$ cat src/rtl/contour_corner_thinning_unit_assert.svh
`ifndef CONTOUR_CORNER_THINNING_UNIT_ASSERT_SVH
`define CONTOUR_CORNER_THINNING_UNIT_ASSERT_SVH

// Implication checked in the same cycle, off while reset is high.
`define CCT_ASSERT_NOW(label, ck, rs, ante, cons, msg) \
  label: assert property (@(posedge ck) disable iff (rs) (ante) |-> (cons)) \
    else $error(msg);

// Implication checked in the next cycle, off while reset is high.
`define CCT_ASSERT_NEXT(label, ck, rs, ante, cons, msg) \
  label: assert property (@(posedge ck) disable iff (rs) (ante) |=> (cons)) \
    else $error(msg);

`endif

$ cat src/rtl/cct_pkg.sv
package cct_pkg;

  localparam int MAX_WIDTH = 1024;
  localparam int COL_W     = $clog2(MAX_WIDTH);
  localparam int WID_W     = 11;
  localparam int HGT_W     = 16;
  localparam int ROW_W     = HGT_W + 1;
  localparam int EW_W      = (COL_W + 1 > WID_W) ? COL_W + 1 : WID_W;
  localparam int CFG_W     = 16;
  localparam int CFG_IDX_W = 1;

  localparam logic [WID_W-1:0] RST_WIDTH  = WID_W'(1024);
  localparam logic [HGT_W-1:0] RST_HEIGHT = HGT_W'(1024);

  localparam int OQ_DEPTH = 3;
  localparam int OQ_PTR_W = $clog2(OQ_DEPTH);
  localparam int OQ_CNT_W = $clog2(OQ_DEPTH + 1);

  typedef enum logic [CFG_IDX_W-1:0] {
    REG_IMAGE_WIDTH  = 1'b0,
    REG_IMAGE_HEIGHT = 1'b1
  } cfg_reg_t;

  // Window cell r*3+c: the cells around it inside the 3x3 window.
  localparam logic [8:0] NBR_MASK [9] = '{
    9'h01A, 9'h03D, 9'h032,
    9'h0D3, 9'h1EF, 9'h196,
    9'h098, 9'h178, 9'h0B0
  };

  // Control for one item on its way from the input edge to the window logic.
  typedef struct packed {
    logic             emit;
    logic             pix;
    logic             left_edge;
    logic             right_edge;
    logic             top_edge;
    logic             bot_edge;
    logic             frame_end;
    logic [COL_W-1:0] out_col;
  } s1_t;

  typedef struct packed {
    logic pixel;
    logic row_end;
    logic frame_end;
  } res_t;

endpackage

$ cat src/rtl/contour_corner_thinning_unit.sv
// Streaming corner thinning of a binary contour image.
// Input channel (in_valid/in_ready): pixel_in and drain, one pixel per item in
// raster order. A drain item acts as a background pixel; after a frame the
// source sends image_width + 1 drain items to flush the last results.
// Output channel (out_valid/out_ready): pixel_out, row_end, frame_end. One
// result item per input item once the first row and one pixel are in, so a
// result follows its pixel by image_width + 1 items.
// Configuration: cfg_wr_en writes cfg_data to register cfg_index (0 image_width,
// 1 image_height); the user writes only while the block is idle (unchecked).
// Timing: an accepted item reads the two line memories, the window logic works
// on it in the next cycle and its result is registered into the output queue,
// from which the receiver takes it.
// Throughput is one item per cycle unless stalled; the limit is the single
// window stage that feeds the thinned left pixel back into the next item.
// Stall: results wait in a three-entry output queue; in_ready drops when the
// queue and the item in the window stage would fill it, and rises again after
// the receiver takes an item.
// Reset: sizes return to 1024 x 1024 and all positions, the window and the
// left pixel clear. The line memories are not cleared: border masking hides
// their stale entries, so no clearing pass holds back items after reset.
`include "contour_corner_thinning_unit_assert.svh"
module contour_corner_thinning_unit import cct_pkg::*; (
  input  logic                 clk,
  input  logic                 rst,
  input  logic                 cfg_wr_en,
  input  logic [CFG_IDX_W-1:0] cfg_index,
  input  logic [CFG_W-1:0]     cfg_data,
  input  logic                 in_valid,
  output logic                 in_ready,
  input  logic                 pixel_in,
  input  logic                 drain,
  output logic                 out_valid,
  input  logic                 out_ready,
  output logic                 pixel_out,
  output logic                 row_end,
  output logic                 frame_end
);

  function automatic logic must_clear(input logic [8:0] g);
    logic [8:0] nb;
    logic       vert;
    logic       horiz;
    logic       lonely;
    nb     = g;
    nb[4]  = 1'b0;
    vert   = nb[1] | nb[7];
    horiz  = nb[3] | nb[5];
    lonely = 1'b0;
    for (int i = 0; i < 9; i++) begin
      if (nb[i] && ((nb & NBR_MASK[i]) == 9'd0)) begin
        lonely = 1'b1;
      end
    end
    return vert & horiz & ~lonely;
  endfunction

  logic [WID_W-1:0] image_width;
  logic [HGT_W-1:0] image_height;

  logic [COL_W-1:0] in_col;
  logic [ROW_W-1:0] in_row;
  logic [COL_W-1:0] out_col;
  logic [HGT_W-1:0] out_row;

  logic             s1_valid;
  s1_t              s1;
  logic [8:0]       window_bits;
  logic             left_thinned;
  logic             byp;
  logic             byp_bit;

  res_t                oq [OQ_DEPTH];
  logic [OQ_PTR_W-1:0] oq_head;
  logic [OQ_PTR_W-1:0] oq_tail;
  logic [OQ_CNT_W-1:0] oq_count;

  logic [EW_W-1:0]  w_ext;
  logic [EW_W-1:0]  eff_w;
  logic [ROW_W-1:0] eff_h;
  logic [COL_W-1:0] col;
  logic             col_last;
  logic             pix;
  logic             emit;
  logic [COL_W-1:0] oc;
  logic             o_row_end;
  logic             o_bot;
  logic             o_frame_end;
  logic             in_fire;

  logic [0:0]       cur_rdata;
  logic [0:0]       prev_rdata;
  logic             prev_bit;
  logic [8:0]       win_new;
  logic [2:0]       lc;
  logic [2:0]       cc;
  logic [2:0]       rc;
  logic [8:0]       g;
  logic             res;
  logic             s1_wr;
  logic             oq_push;
  logic             oq_pop;

  always_ff @(posedge clk) begin
    if (rst) begin
      image_width  <= RST_WIDTH;
      image_height <= RST_HEIGHT;
    end else if (cfg_wr_en) begin
      unique case (cfg_index)
        REG_IMAGE_WIDTH:  image_width  <= cfg_data[WID_W-1:0];
        REG_IMAGE_HEIGHT: image_height <= cfg_data[HGT_W-1:0];
      endcase
    end
  end

  // Position control, all settled at the input edge.
  always_comb begin
    w_ext = EW_W'(image_width);
    if (w_ext == '0) begin
      eff_w = EW_W'(1);
    end else if (w_ext > EW_W'(MAX_WIDTH)) begin
      eff_w = EW_W'(MAX_WIDTH);
    end else begin
      eff_w = w_ext;
    end
    eff_h = (image_height == '0) ? ROW_W'(1) : ROW_W'(image_height);

    col         = (EW_W'(in_col) >= eff_w) ? '0 : in_col;
    col_last    = (EW_W'(col) + EW_W'(1)) >= eff_w;
    pix         = pixel_in & ~drain & (in_row < eff_h);
    emit        = (in_row >= ROW_W'(2)) | ((in_row == ROW_W'(1)) & (col != '0));
    oc          = (EW_W'(out_col) >= eff_w) ? '0 : out_col;
    o_row_end   = (EW_W'(oc) + EW_W'(1)) >= eff_w;
    o_bot       = (ROW_W'(out_row) + ROW_W'(1)) >= eff_h;
    o_frame_end = o_row_end & o_bot;
  end

  assign in_ready = ((OQ_CNT_W + 1)'(oq_count) + (OQ_CNT_W + 1)'(s1_valid))
                    < (OQ_CNT_W + 1)'(OQ_DEPTH);
  assign in_fire  = in_valid & in_ready;

  always_ff @(posedge clk) begin
    if (rst) begin
      in_col  <= '0;
      in_row  <= '0;
      out_col <= '0;
      out_row <= '0;
    end else if (in_fire) begin
      if (emit && o_frame_end) begin
        in_col  <= '0;
        in_row  <= '0;
        out_col <= '0;
        out_row <= '0;
      end else begin
        if (col_last) begin
          in_col <= '0;
          in_row <= in_row + ROW_W'(1);
        end else begin
          in_col <= col + COL_W'(1);
        end
        priority if (!emit) begin
          out_col <= oc;
        end else if (o_row_end) begin
          out_col <= '0;
          out_row <= out_row + HGT_W'(1);
        end else begin
          out_col <= oc + COL_W'(1);
        end
      end
    end
  end

  always_ff @(posedge clk) begin
    if (rst) begin
      s1_valid <= 1'b0;
    end else begin
      s1_valid <= in_fire;
    end
  end

  always_ff @(posedge clk) begin
    if (in_fire) begin
      s1.emit       <= emit;
      s1.pix        <= pix;
      s1.left_edge  <= (oc == '0);
      s1.right_edge <= o_row_end;
      s1.top_edge   <= (out_row == '0);
      s1.bot_edge   <= o_bot;
      s1.frame_end  <= o_frame_end;
      s1.out_col    <= oc;
    end
  end

  cct_ram #(
    .WIDTH (1),
    .DEPTH (MAX_WIDTH)
  ) u_cur_row (
    .clk   (clk),
    .we    (in_fire),
    .waddr (col),
    .wdata (pix),
    .raddr (col),
    .rdata (cur_rdata)
  );

  cct_ram #(
    .WIDTH (1),
    .DEPTH (MAX_WIDTH)
  ) u_prev_row (
    .clk   (clk),
    .we    (s1_wr),
    .waddr (s1.out_col),
    .wdata (res),
    .raddr (col),
    .rdata (prev_rdata)
  );

  // Forward the thinned pixel written in the same cycle as the read.
  always_ff @(posedge clk) begin
    if (rst) begin
      byp <= 1'b0;
    end else begin
      byp <= s1_wr & (s1.out_col == col);
    end
  end

  always_ff @(posedge clk) begin
    byp_bit <= res;
  end

  // Window stage.
  always_comb begin
    prev_bit = byp ? byp_bit : prev_rdata[0];
    win_new  = {s1.pix, cur_rdata[0], prev_bit, window_bits[8:3]};
    lc       = s1.left_edge  ? 3'b000 : win_new[2:0];
    cc       = win_new[5:3];
    rc       = s1.right_edge ? 3'b000 : win_new[8:6];
    g        = {rc[2], cc[2], lc[2], rc[1], cc[1], ~s1.left_edge & left_thinned,
                rc[0], cc[0], lc[0]};
    if (s1.top_edge) begin
      g[2:0] = 3'b000;
    end
    if (s1.bot_edge) begin
      g[8:6] = 3'b000;
    end
    res = g[4] & ~must_clear(g);
  end

  assign s1_wr = s1_valid & s1.emit;

  always_ff @(posedge clk) begin
    if (rst) begin
      window_bits  <= '0;
      left_thinned <= 1'b0;
    end else if (s1_valid) begin
      // Start the next frame from an empty window.
      if (s1.emit && s1.frame_end) begin
        window_bits  <= '0;
        left_thinned <= 1'b0;
      end else begin
        window_bits <= win_new;
        if (s1.emit) begin
          left_thinned <= res;
        end
      end
    end
  end

  // Output queue.
  assign oq_push   = s1_wr;
  assign oq_pop    = out_valid & out_ready;
  assign out_valid = (oq_count != '0);
  assign pixel_out = oq[oq_head].pixel;
  assign row_end   = oq[oq_head].row_end;
  assign frame_end = oq[oq_head].frame_end;

  always_ff @(posedge clk) begin
    if (oq_push) begin
      oq[oq_tail] <= '{pixel: res, row_end: s1.right_edge, frame_end: s1.frame_end};
    end
  end

  always_ff @(posedge clk) begin
    if (rst) begin
      oq_head  <= '0;
      oq_tail  <= '0;
      oq_count <= '0;
    end else begin
      if (oq_push) begin
        oq_tail <= (oq_tail == OQ_PTR_W'(OQ_DEPTH - 1)) ? '0 : oq_tail + OQ_PTR_W'(1);
      end
      if (oq_pop) begin
        oq_head <= (oq_head == OQ_PTR_W'(OQ_DEPTH - 1)) ? '0 : oq_head + OQ_PTR_W'(1);
      end
      oq_count <= oq_count + OQ_CNT_W'(oq_push) - OQ_CNT_W'(oq_pop);
    end
  end

  `CCT_ASSERT_NOW(a_oq_room, clk, rst, s1_valid, oq_count < OQ_CNT_W'(OQ_DEPTH), "output queue full with an item in flight")
  `CCT_ASSERT_NOW(a_frame_on_row, clk, rst, out_valid && frame_end, row_end, "frame end away from a row end")
  `CCT_ASSERT_NEXT(a_restart, clk, rst, in_fire && emit && o_frame_end, in_col == '0 && in_row == '0 && out_col == '0 && out_row == '0, "positions not cleared after frame end")

endmodule

$ cat src/rtl/cct_ram.sv
module cct_ram #(
  parameter int WIDTH = 1,
  parameter int DEPTH = 1024
) (
  input  logic                     clk,
  input  logic                     we,
  input  logic [$clog2(DEPTH)-1:0] waddr,
  input  logic [WIDTH-1:0]         wdata,
  input  logic [$clog2(DEPTH)-1:0] raddr,
  output logic [WIDTH-1:0]         rdata
);

  logic [WIDTH-1:0] mem [DEPTH];

  // Read returns the old word when the same address is written.
  always_ff @(posedge clk) begin
    if (we) begin
      mem[waddr] <= wdata;
    end
    rdata <= mem[raddr];
  end

endmodule
$ cat config.mk
export PLATFORM = sky130hd
export DESIGN_NAME = contour_corner_thinning_unit
export DESIGN_NICKNAME = d
export VERILOG_FILES = /design/src/rtl/cct_pkg.sv /design/src/rtl/contour_corner_thinning_unit.sv /design/src/rtl/cct_ram.sv
export VERILOG_INCLUDE_DIRS = /design/src /design/src/rtl
export SDC_FILE = /design/constraint.sdc
export NUM_CORES = 2
export LEC_CHECK = 0
export BUFFER_PORTS_ARGS = -buffer_cell sky130_fd_sc_hd__buf_2
export CAP_MARGIN = 20
export CELL_PAD_IN_SITES_DETAIL_PLACEMENT = 0
export CELL_PAD_IN_SITES_GLOBAL_PLACEMENT = 1
export CORE_ASPECT_RATIO = 1.2
export CORE_MARGIN = 2
export CORE_UTILIZATION = 49
export DETAILED_ROUTE_END_ITERATION = 12
export PLACE_DENSITY = 0.76
export SLEW_MARGIN = 10
export SYNTH_ARGS = -nofsm -noshare
export SYNTH_HDL_FRONTEND = slang
export SYNTH_HIERARCHICAL = 1
export SYNTH_SLANG_ARGS = --single-unit
$ cat constraint.sdc
create_clock -name clk -period 110.5 [get_ports clk]
set_input_delay 5.525 -clock clk [delete_from_list [all_inputs] [get_ports clk]]
set_output_delay 5.525 -clock clk [all_outputs]
set_load 0.005 [all_outputs]
==> impl_metrics.tcl <==
set metrics [dict create \
    hold_viol_final 0 \
    antenna_found_initial 4 \
    wl_met3_um 20210 \
    rows 178 \
    period_share_pct 7.602 \
    drive_gt1_share_pct 14.47 \
    die_y_um 491.2 \
    start_util_pct 49.39 \
    p_leak_nw 32.26 \
    ff2ff_path_depth 21 \
    fin_tns_setup_ps 0 \
    post-dp-hpwl_um 143600 \
    async_reset_ff_share_pct 0 \
    cts.clk_slew.worst_paths_ps 60 \
    track_usage_pct 25.73 \
    clk_path_buf_depth 3 \
    wl_met1_um 97380 \
    first_iter_violations 7178 \
    synth_commonest_cells "nor2_1, edfxtp_1, clkbuf_1" \
    max_stage_delay_ps 870 \
    synthDistinctLibCells 82 \
    vias_per_cell 6.161 \
    numCtsBuffers 211 \
    slew_viol_final 0 \
    fin_area_um2 106500 \
    cp-start-kind "input pin" \
    grt_pass1_vias 58701 \
    fin_nets 7016 \
    grt.overflow.total 0 \
    synth_flop_cell "edfxtp_1" \
    area_growth_pct 9.938 \
    dp_slack_ps 101180 \
    setup_violations 0 \
    h-tree-depth 4 \
    clockRootBuffer "clkbuf_16" \
    clock_skew_ps 66.63 \
    peakVddDrop_mv 0.01691 \
    yosysMostFrequentCell "nor2_1" \
    avgSynthCellArea_um2 13.62 \
    netlist_instances 7116 \
    routed-via-count 59675 \
    slew_headroom_pct 23.54 \
    worstPathCellList "buf_2, nor4b_1, o21ai_0, a41oi_4, buf_4, buf_4, buf_12" \
    max_cap_violations 0 \
    dr.pass1.iters 6 \
    p_per_area_nw_per_um2 16.61 \
    drc_errors 0 \
    pin_count 29 \
    seq_area_frac_synth_pct 66.31 \
    wl_met2_um 133600 \
    dieArea_um2 201400 \
    tightest_slew_ps 1143 \
    synth_nets 7226 \
    fmax_mhz 119.0 \
    whs_path_depth 2 \
    setup.worst_path.class "input pin to flop" \
    highest_layer "met5" \
    syn-cell-area_um2 96910 \
    cp.arrival_ps 8920 \
    clock-sinks 2173 \
    die_w_um 410.0 \
    crit_top_cell "buf_4" \
    netlist.area_leader.share_pct 64.27 \
    synth-edff-count 2074 \
    power_w 0.001769 \
    wire_per_inst_um 27.01 \
    routabilityCongestion 0.8331 \
    yosysTopAreaCell "edfxtp_1" \
    rsz0062_at_grt "no" \
    grt_pass1_wl_um 383100 \
    status "complete, no violations" \
    cts_tree "built" \
    coreArea_um2 196200 \
    antenna_left 0 \
    cp-end-kind "flop" \
    min-delay-path-class "flop to flop" \
    wl_um 261700 \
    setup_ws_ps 102100 \
    slowest_stage "buf_4" \
    placed_cell_area_um2 98930 \
    yosysWarningCount 6 \
    crit_fanout 261 \
    synthTopCellsByArea "edfxtp_1, mux4_2, nor2_1" \
    synth-seq-cells 2173 \
    crit_required_ps 111020 \
    ctsResizeCount 0 \
    fillers 16102 \
    cts_hold_buf 0 \
    cts_setup_buffers 0 \
    numPortBuffers 28 \
    fin_crit_ps 8400 \
    grt_max_degree 290 \
    clk_latency_ps 880 \
]
cell families (layout without fill, tap and decap cells):
family                   count (synthesis)  in the layout  synth area share [%]
multiplexers                           684            684                 12.71
adder cells (fa/ha/maj)                 86             86                 1.110
flip-flops                            2173           2173                 66.31
AND/OR/NAND/NOR                       2856           2856                 12.10
XOR/XNOR                                36             36                0.3254
buffers and inverters                  705            664                 3.390
AO/OA/AOI/OAI                          576            576                 4.054
other                                    0              1                     0
stage by stage:
step	util (%)	hold slack (ps)	std cells
after detailed placement	50.42	450.1	9263
final	54.30	459.0	9686
after global placement	50.33	446.5	9252
after CTS	53.88	458.7	9645
after global routing	54.30	484.2	9686
after floorplan	-	436.4	7116
layer usage:
layer	up-vias	GRT usage, %
li1	25794	-
met4	2	9.517
met5	-	0
met3	560	3.829
met2	2602	44.80
met1	30717	32.58
power by group:
| part | internal (W) | total [W] | switching (W) |
|---|---|---|---|
| Sequential | 0.000913 | 0.000917 | 0.00000363 |
| Clock | 0.000395 | 0.000712 | 0.000317 |
| Combinational | 0.0000561 | 0.000140 | 0.0000840 |
| Total | 0.00136 | 0.00177 | 0.000405 |
critical path, delay by kind of cell:
family,cells,cell delay [ps]
buffers and inverters,4,2290
and+or+nand+nor,1,270
AOI/OAI and AO/OA,2,390
registers in the layout, indices dropped and copies added (netlist names), named ones only:
signal	flops
in_row	17
u_cur_row/rdata	1
oq	9
u_prev_row/rdata	1
s1_valid	1
image_width	11
u_cur_row/mem	1024
s1	17
image_height	16
byp_bit	1
in_col	10
oq_head	2
out_col	10
out_row	16
byp	1
left_thinned	1
window_bits	5
oq_count	2
u_prev_row/mem	1024
oq_tail	2
worst paths after layout:
kind,endpoint,slack [ps],startpoint
worst min-delay path,image_height[0],460,image_height[0]
worst min register to register,image_height[0],460,image_height[0]
worst max-delay path,u_cur_row/mem[363],102100,drain
worst max register to register,u_prev_row/rdata,102250,image_width[6]
placed cells by master (no fill, tap or decap), types with 22 or more instances in the layout:
master,Yosys,routed
ha_1,86,86
nand3_1,102,54
o22ai_1,56,56
clkbuf_16,0,213
buf_4,26,145
nand2_1,287,275
a31oi_1,26,26
buf_2,42,30
nor4_1,25,25
mux4_1,28,28
mux4_2,400,400
inv_1,50,46
xnor2_1,22,22
nor3_1,82,82
o221ai_1,99,99
mux2i_1,249,249
a22oi_1,42,42
clkbuf_1,407,44
nand4_1,31,31
clkinv_1,4,49
a21oi_1,159,159
and3_1,24,24
and2_1,31,28
nor2_1,2128,2126
o21ai_0,59,58
nand3_2,0,47
nor2b_1,33,31
dfxtp_1,99,99
clkinv_2,0,38
nand2b_1,31,29
edfxtp_1,2074,2074
final cells by class:
type	instances	area [um2]	share of cell area, %
multi-input combinational	4238	29700	27.88
clock buffer	255	5445	5.111
tap	2610	3266	3.065
antenna	1	2.502	0.002349
timing repair buffer	226	2297	2.156
clock inverter	127	1340	1.258
sequential	2173	64260	60.32
inverter	56	226.5	0.2126
Note: power is estimated with default switching activity, not from simulation.
